--- src/sv/prefix_rolling_hash_mersenne61_unit_assert.svh ---
// Assertion macros shared by the rolling hash unit.
`ifndef PREFIX_ROLLING_HASH_MERSENNE61_UNIT_ASSERT_SVH
`define PREFIX_ROLLING_HASH_MERSENNE61_UNIT_ASSERT_SVH

// The condition implies the expression in the same cycle.
`define RHM61_ASSERT_IMP(label, cond, expr, msg) \
    label: assert property (@(posedge clk) disable iff (!rst_n) (cond) |-> (expr)) \
        else $error(msg);

// The condition implies the expression in the following cycle.
`define RHM61_ASSERT_NXT(label, cond, expr, msg) \
    label: assert property (@(posedge clk) disable iff (!rst_n) (cond) |=> (expr)) \
        else $error(msg);

`endif

--- src/sv/rhm61_pkg.sv ---
// Shared types and constants of the rolling hash unit.
package rhm61_pkg;

    localparam int HASH_W    = 61;
    localparam int BASE_W    = 31;
    localparam int KIND_W    = 2;
    localparam int CHAR_W    = 8;
    localparam int IDX_W     = 12;
    localparam int STATUS_W  = 2;
    localparam int HALF_W    = 32;
    localparam int PROD_W    = 2 * HALF_W;
    localparam int ACC_W     = 2 * HASH_W;
    localparam int IN_DATA_W = ((CHAR_W + 2 * IDX_W + 7) / 8) * 8;

    localparam logic [HASH_W-1:0] MOD61      = {HASH_W{1'b1}};
    localparam logic [BASE_W-1:0] BASE_RESET = 31'd1000003;

    localparam logic [KIND_W-1:0] KIND_APPEND = 2'd0;
    localparam logic [KIND_W-1:0] KIND_QUERY  = 2'd1;
    localparam logic [KIND_W-1:0] KIND_CLEAR  = 2'd2;

    localparam logic [STATUS_W-1:0] STATUS_OK        = 2'd0;
    localparam logic [STATUS_W-1:0] STATUS_BAD_INDEX = 2'd1;
    localparam logic [STATUS_W-1:0] STATUS_FULL      = 2'd2;

    typedef struct packed {
        logic              start;
        logic [HASH_W-1:0] a;
        logic [HASH_W-1:0] b;
    } mul_req_t;

    typedef struct packed {
        logic              done;
        logic [HASH_W-1:0] product;
    } mul_rsp_t;

endpackage

--- src/sv/rhm61_mulmod.sv ---
// Iterative multiplier modulo 2^61-1 built on one 32x32 multiplier.
module rhm61_mulmod import rhm61_pkg::*; (
    input  logic     clk,
    input  logic     rst_n,
    input  mul_req_t req,
    output mul_rsp_t rsp
);

    typedef enum logic [4:0] {
        MS_IDLE   = 5'b00001,
        MS_MUL    = 5'b00010,
        MS_DRAIN  = 5'b00100,
        MS_FOLD   = 5'b01000,
        MS_REDUCE = 5'b10000
    } mul_state_t;

    mul_state_t        state_reg;
    mul_state_t        state_next;
    logic [1:0]        step_reg;
    logic              pend_reg;
    logic              done_reg;
    logic [1:0]        shift_reg;
    logic [HASH_W-1:0] a_reg;
    logic [HASH_W-1:0] b_reg;
    logic [PROD_W-1:0] prod_reg;
    logic [ACC_W-1:0]  acc_reg;
    logic [HASH_W:0]   fold_reg;
    logic [HASH_W-1:0] res_reg;
    logic [HALF_W-1:0] op_a;
    logic [HALF_W-1:0] op_b;
    logic [ACC_W-1:0]  addend;
    logic [HASH_W:0]   fold_sum;
    logic [HASH_W-1:0] reduced;

    // Step bit one picks the upper half of a, step bit zero the upper half of b.
    assign op_a = step_reg[1] ? HALF_W'(a_reg >> HALF_W) : a_reg[HALF_W-1:0];
    assign op_b = step_reg[0] ? HALF_W'(b_reg >> HALF_W) : b_reg[HALF_W-1:0];

    always_comb
    begin
        case (shift_reg)
            2'd0:    addend = ACC_W'(prod_reg);
            2'd1:    addend = ACC_W'(prod_reg) << HALF_W;
            default: addend = ACC_W'(prod_reg) << (2 * HALF_W);
        endcase
        if (!pend_reg)
        begin
            addend = '0;
        end
    end

    assign fold_sum = {1'b0, fold_reg[HASH_W-1:0]} + (HASH_W + 1)'(fold_reg[HASH_W]);
    assign reduced  = (fold_sum >= {1'b0, MOD61}) ? HASH_W'(fold_sum - {1'b0, MOD61})
                                                  : fold_sum[HASH_W-1:0];

    always_comb
    begin
        state_next = state_reg;
        unique case (state_reg)
            MS_IDLE:   if (req.start) state_next = MS_MUL;
            MS_MUL:    if (step_reg == 2'd3) state_next = MS_DRAIN;
            MS_DRAIN:  state_next = MS_FOLD;
            MS_FOLD:   state_next = MS_REDUCE;
            MS_REDUCE: state_next = MS_IDLE;
            default:   state_next = MS_IDLE;
        endcase
    end

    always_ff @(posedge clk or negedge rst_n)
    begin
        if (!rst_n)
        begin
            state_reg <= MS_IDLE;
            step_reg  <= '0;
            pend_reg  <= 1'b0;
            done_reg  <= 1'b0;
        end
        else
        begin
            state_reg <= state_next;
            done_reg  <= (state_reg == MS_REDUCE);
            if (state_reg == MS_IDLE)
            begin
                step_reg <= '0;
                pend_reg <= 1'b0;
            end
            else if (state_reg == MS_MUL)
            begin
                step_reg <= step_reg + 2'd1;
                pend_reg <= 1'b1;
            end
            else
            begin
                pend_reg <= 1'b0;
            end
        end
    end

    always_ff @(posedge clk)
    begin
        case (state_reg)
            MS_IDLE:
            begin
                if (req.start)
                begin
                    a_reg   <= req.a;
                    b_reg   <= req.b;
                    acc_reg <= '0;
                end
            end
            MS_MUL:
            begin
                prod_reg  <= op_a * op_b;
                shift_reg <= {1'b0, step_reg[1]} + {1'b0, step_reg[0]};
                acc_reg   <= acc_reg + addend;
            end
            MS_DRAIN:
            begin
                acc_reg <= acc_reg + addend;
            end
            MS_FOLD:
            begin
                fold_reg <= {1'b0, acc_reg[HASH_W-1:0]} + {1'b0, acc_reg[ACC_W-1:HASH_W]};
            end
            MS_REDUCE:
            begin
                res_reg <= reduced;
            end
            default:
            begin
            end
        endcase
    end

    assign rsp.done    = done_reg;
    assign rsp.product = res_reg;

endmodule

--- config.mk ---
export PLATFORM = sky130hd
export DESIGN_NAME = rhm61_mulmod
export DESIGN_NICKNAME = d
export VERILOG_FILES = /design/src/sv/prefix_rolling_hash_mersenne61_unit_assert.svh /design/src/sv/rhm61_pkg.sv /design/src/sv/rhm61_mulmod.sv
export SDC_FILE = /design/constraint.sdc
export NUM_CORES = 2
export LEC_CHECK = 0
export ABC_AREA = 1
export BUFFER_PORTS_ARGS = -buffer_cell sky130_fd_sc_hd__clkbuf_2
export CORE_MARGIN = 4
export CORE_UTILIZATION = 45
export DETAILED_ROUTE_END_ITERATION = 6
export PLACE_DENSITY = 0.66
export SYNTH_ARGS = -nofsm -noshare
export SYNTH_HDL_FRONTEND = slang
export SYNTH_SLANG_ARGS = --single-unit
--- constraint.sdc ---
create_clock -name clk -period 15.3 [get_ports clk]
set_input_delay 3.06 -clock clk [delete_from_list [all_inputs] [get_ports clk]]
set_output_delay 3.06 -clock clk [all_outputs]
set_load 0.01 [all_outputs]
# After elaboration in Yosys (flattened, before gate mapping)
# Cells that the tools add are included.
[op_classes]
addsub = 6
n_mul = 1
n_lt_le_gt_ge = 1
eq_ne = 9
n_mux = 14
reduce_logical = 7
[op_table]
columns = ["operator", "n"]
rows = [
  ["one-hot mux 122 bit (2 select lines)", 2],
  ["two-way mux 122 bit", 2],
  ["adder 122 bit", 1],
  ["multiplier 32 x 32 -> 64 bit", 1],
  ["two-way mux 32 bit", 2],
  ["adder 61 x 1 -> 62 bit", 1],
  ["adder 61 x 61 -> 62 bit", 1],
  ["greater-or-equal comparator 62 x 61 -> 1 bit, second input constant", 1],
  ["two-way mux 61 bit", 1],
  ["subtractor 61 bit, second input constant", 1],
  ["one-hot mux 5 bit (4 select lines)", 1],
  ["two-way mux 5 bit", 2],
  ["AND reduction 2 bit", 3],
  ["== test 5 x 1 -> 1 bit, second input constant", 1],
  ["== test 5 x 2 -> 1 bit, second input constant", 1],
  ["== test 5 x 3 -> 1 bit, second input constant", 1],
  ["== test 5 x 4 -> 1 bit, second input constant", 1],
  ["== test 5 bit, second input constant", 1],
  ["two-way mux 2 bit", 2],
  ["!= test 2 bit, second input constant", 2],
  ["nonzero test 2 bit", 2],
  ["adder 1 x 1 -> 2 bit", 1],
  ["adder 2 x 1 -> 2 bit, second input constant", 1],
  ["== test 2 x 1 -> 1 bit, second input constant", 1],
  ["4 further kinds", 5],
]
[totals]
reg_bits = 442
out_inout_bits = 62
word_cells = 49

# Logic depth before layout (Yosys ltp)
[logic_depth]
ltp_word = 5
mapped_depth = 37
ltp_nobuf = 34

# Worst setup path before layout
# No wires, ideal clock.
[synth_path]
kind = "input -> register"
startpoint = "input port req[122] (netlist name)"
endpoint = "register acc_reg[0] (enable)"
setup_ps = 429
arrival_ps = 10229
required_time_ps = 14871
path_slack_ps = 4642
path_stages = 3
n_path_buf = 0
path_cell_list = "inv_1 nor2_1 or2_2"
[synth_via]
elab_chain_len = 2
[synth_rtl]
columns = ["item", "line", "source"]
rows = [
  ["start, declared", "rhm61_mulmod.sv:5", "input mul_req_t req,"],
  ["!= test 2 bit (no line)", "n/a", ""],
  ["AND reduction 2 bit (no line)", "n/a", ""],
  ["end signal, assigned", "rhm61_mulmod.sv:115", "acc_reg <= acc_reg + addend;"],
  ["end signal, assigned", "rhm61_mulmod.sv:119", "acc_reg <= acc_reg + addend;"],
  ["end, declared", "rhm61_mulmod.sv:26", "logic [ACC_W-1:0] acc_reg;"],
]
# Every way passes these cells.
# A chain may end at the register's enable or synchronous reset.

# Worst setup path in the final report
[layout_path]
startpoint = "register step_reg[0]"
endpoint = "register prod_reg[45] (data pin)"
[layout_via]
elab_chain_len = 2
[layout_rtl]
columns = ["item", "line", "source"]
rows = [
  ["start, declared", "rhm61_mulmod.sv:19", "logic [1:0] step_reg;"],
  ["start signal, assigned", "rhm61_mulmod.sv:89", "step_reg <= step_reg + 2'd1;"],
  ["two-way mux 32 bit", "rhm61_mulmod.sv:37", "assign op_b = step_reg[0] ? HALF_W'(b_reg >> HALF_W) : b_reg[HALF_W-1:0];"],
  ["multiplier 32 x 32 -> 64 bit", "rhm61_mulmod.sv:113", "prod_reg <= op_a * op_b;"],
  ["end signal, assigned", "rhm61_mulmod.sv:113", ""],
  ["end, declared", "rhm61_mulmod.sv:25", "logic [PROD_W-1:0] prod_reg;"],
]
# Every way passes these cells.

==> impl_metrics.yaml <==
worst_setup_path:
  critPathMaxStageDelay_ns: 0.94
  rr_endpoint: "prod_reg[45]"
  slowest_stage: "clkinv_1"
  cp-startpoint: "step_reg[0]"
  cp_num_buf_inv: 11
  cp_max_fo: 33
  crit_type: "flip-flop to flip-flop"
  critical_path.endpoint: "prod_reg[45]"
  cp.depth: 30
  cp-end-kind: "flip-flop"
  r2r_slack_ns: 5.25
  critPathArrivalTime_ns: 10.43
  r2r_cells: 30
  r2r-start: "step_reg[0]"
  cp-start-kind: "flip-flop"
  path_delay_family: "adder cells"
  cp_data_required_time_ns: 15.68
  path_common_cell: "inv_1"
route:
  drc_errors: 0
  vias: 59900
  wl_um: 274800
  drt_pass1_iterations: 6
  drt_iter0_drc: 5524
  viasPerCell: 5.635
  drtAntennaViolNets: 0
  wl_per_cell_um: 25.85
synthesis:
  synthArstFlopShare_pct: 2.036
  synth_flop_cell: "edfxtp_1"
  synth_commonest_cells: "inv_1 (1644), nand2_1 (1519), nor2_1 (1503)"
  synth_top_family_by_area: "adder cells"
  synth_edf_count: 433
  synth_cells: 8545
  synth_top_area_share_pct: 27.31
  synth-simple-area-share_pct: 21.43
  yosys_warnings: 0
  synth-seq-cells: 442
  synth.distinct_cells: 53
  syn_area_mm2: 0.06584
  synth-compound-area-share_pct: 9.734
  yosys-top-cells-area: "fa_1 (27%), edfxtp_1 (20%), inv_1 (9.4%)"
  synth_xor_area_share_pct: 1.965
  synth_top_cell_by_area: "fa_1"
  syn-num-nets: 10020
  yosysMostFrequentCell: "inv_1"
  synth_fa_ha_area_share_pct: 35.84
  postSynthAreaPerCell_um2: 7.705
  synth-seq-area-share_pct: 20.09
  synthMuxAreaShare_pct: 0
cts:
  cts-root-buf: "clkbuf_16"
  h-tree-depth: 2
  cts_resized: 0
  cts_tree: "yes"
  insertion_delay_ns: 0.72
  cts_sinks: 442
  cts_buffers: 57
  clock_path_buffers: 3
  clkTransAtPathRegs_ns: 0.08
  post_cts_buffers: 0
  hold_buffers: 0
sta:
  finalSetupViolCount: 0
  slew_headroom_pct: 11.54
  worst_pin_slew_ns: 1.313
  rsz0062_at_grt: "no"
  max_freq_mhz: 99.48
  drv_slew: 0
  period_minus_slack_ns: 10.05
  fin_tns_setup_ns: 0
  clock_skew_ns: 0.09187
  post-route-period-util_pct: 65.70
  hold_viol: 0
global_routing:
  grt-ovfl-total: 0
  grt_max_degree: 73
  grt_pass1_vias: 61650
  grt.met2_usage_pct: 58.80
  met3_usage_pct: 6.817
  antenna_found_initial: 13
  grt_usage_pct: 35.97
  grt_pass1_wl_um: 400900
  busiest_layer: "met2"
  met1_usage_pct: 43.17
finish:
  nNetsFinal: 10130
  largest_reg_flops: 122
  syn2layout_area_growth_pct: 8.104
  layout-drive-gt1-share_pct: 6.086
placement:
  hpwl_um: 229700
  gp_congestion: 1.073
  io_buffers: 186
worst_hold_path:
  hold_class: "flip-flop to flip-flop"
die:
  io_pins: 187
  die_h_um: 390.5
  rows: 140
  die_x_um: 390.5
  dieArea_mm2: 0.1525
  start_util_pct: 45.23
  core_area_mm2: 0.1456
run_status:
  outcome: "finished clean"
flow_run:
  maxCapViolations: 0
-- metal layers --
metal	wire length, um	vias to the layer above
li1	-	26840
met2	125900	2910
met3	22420	778
met1	102600	29360
met5	119	-
met4	23650	14
-- cell families (layout without fill, tap and decap cells) --
| group | after synthesis | in the layout |
|---|---|---|
| compound gates | 1199 | 1199 |
| buf+inv | 1899 | 2062 |
| fa+ha+maj | 1347 | 1347 |
| xor+xnor | 146 | 146 |
| flops | 442 | 442 |
| simple gates | 3512 | 3512 |
| other cells | 0 | 4 |
-- cell usage in the layout, fill, tap and decap left out, types with 6 or more instances in the layout --
cell type,netlist,final
o211ai_1,13,13
o21bai_1,31,31
o21ai_4,0,6
edfxtp_1,433,433
fa_1,898,898
nand2_2,15,15
buf_4,6,89
xor2_1,110,110
nor2_4,7,9
xnor2_1,34,34
o21a_1,25,25
nand3_1,250,250
a21o_1,16,16
a31oi_1,36,36
a32o_1,7,7
clkbuf_1,189,8
a21oi_1,531,531
nor3_1,58,56
ha_1,449,449
inv_1,1644,1643
nand4_1,45,45
clkinv_2,0,7
nand3b_1,9,9
nand2_1,1519,1519
a21boi_0,15,15
nor2_2,16,16
clkinv_1,32,42
clkbuf_2,0,186
nor2_1,1503,1501
o21ai_0,449,432
o21ai_1,54,32
nor4_1,21,19
clkbuf_16,0,61
or2_2,62,61
o21ai_2,6,39
-- layout make-up --
cell class | count | area, um^2
antenna | 4 | 10.01
clock buffer | 73 | 1612
clock inverter | 34 | 379.1
fill | 14550 | 74390
inverter | 1680 | 6306
multi-input combinational | 6204 | 45640
sequential | 442 | 13230
tap | 1917 | 2399
timing repair buffer | 275 | 1599
-- per-stage QoR --
| stage | cells | setup slack, ns | utilization (%) | hold WS (ns) | cell area, um^2 |
|---|---|---|---|---|---|
| floorplan | 8545 | 4.642 | - | 0.4546 | 65840 |
| global placement | 10520 | 5.506 | 47.52 | 0.4893 | 69170 |
| detailed placement | 10520 | 5.430 | 47.52 | 0.4997 | 69170 |
| CTS | 10630 | 5.296 | 48.89 | 0.5457 | 71160 |
| global route | 10630 | 4.740 | 48.89 | 0.5710 | 71160 |
| finish | 10630 | 5.247 | 48.89 | 0.5515 | 71170 |
-- worst min path at each step --
stage            startpoint            to  slack, ns  depth (start not counted)
3_3_place_gp   state_reg[2]  state_reg[4]       0.49                          1
5_1_grt        state_reg[2]  state_reg[4]       0.57                          1
3_5_place_dp   state_reg[2]  state_reg[4]       0.50                          1
6_report       state_reg[2]  state_reg[4]       0.55                          1
2_1_floorplan  state_reg[2]  state_reg[4]       0.45                          1
4_1_cts        state_reg[2]  state_reg[4]       0.55                          1
Power is left out: the tool's default activity adds up to more than one toggle a clock period on the data nets, which glitch-free logic cannot reach.
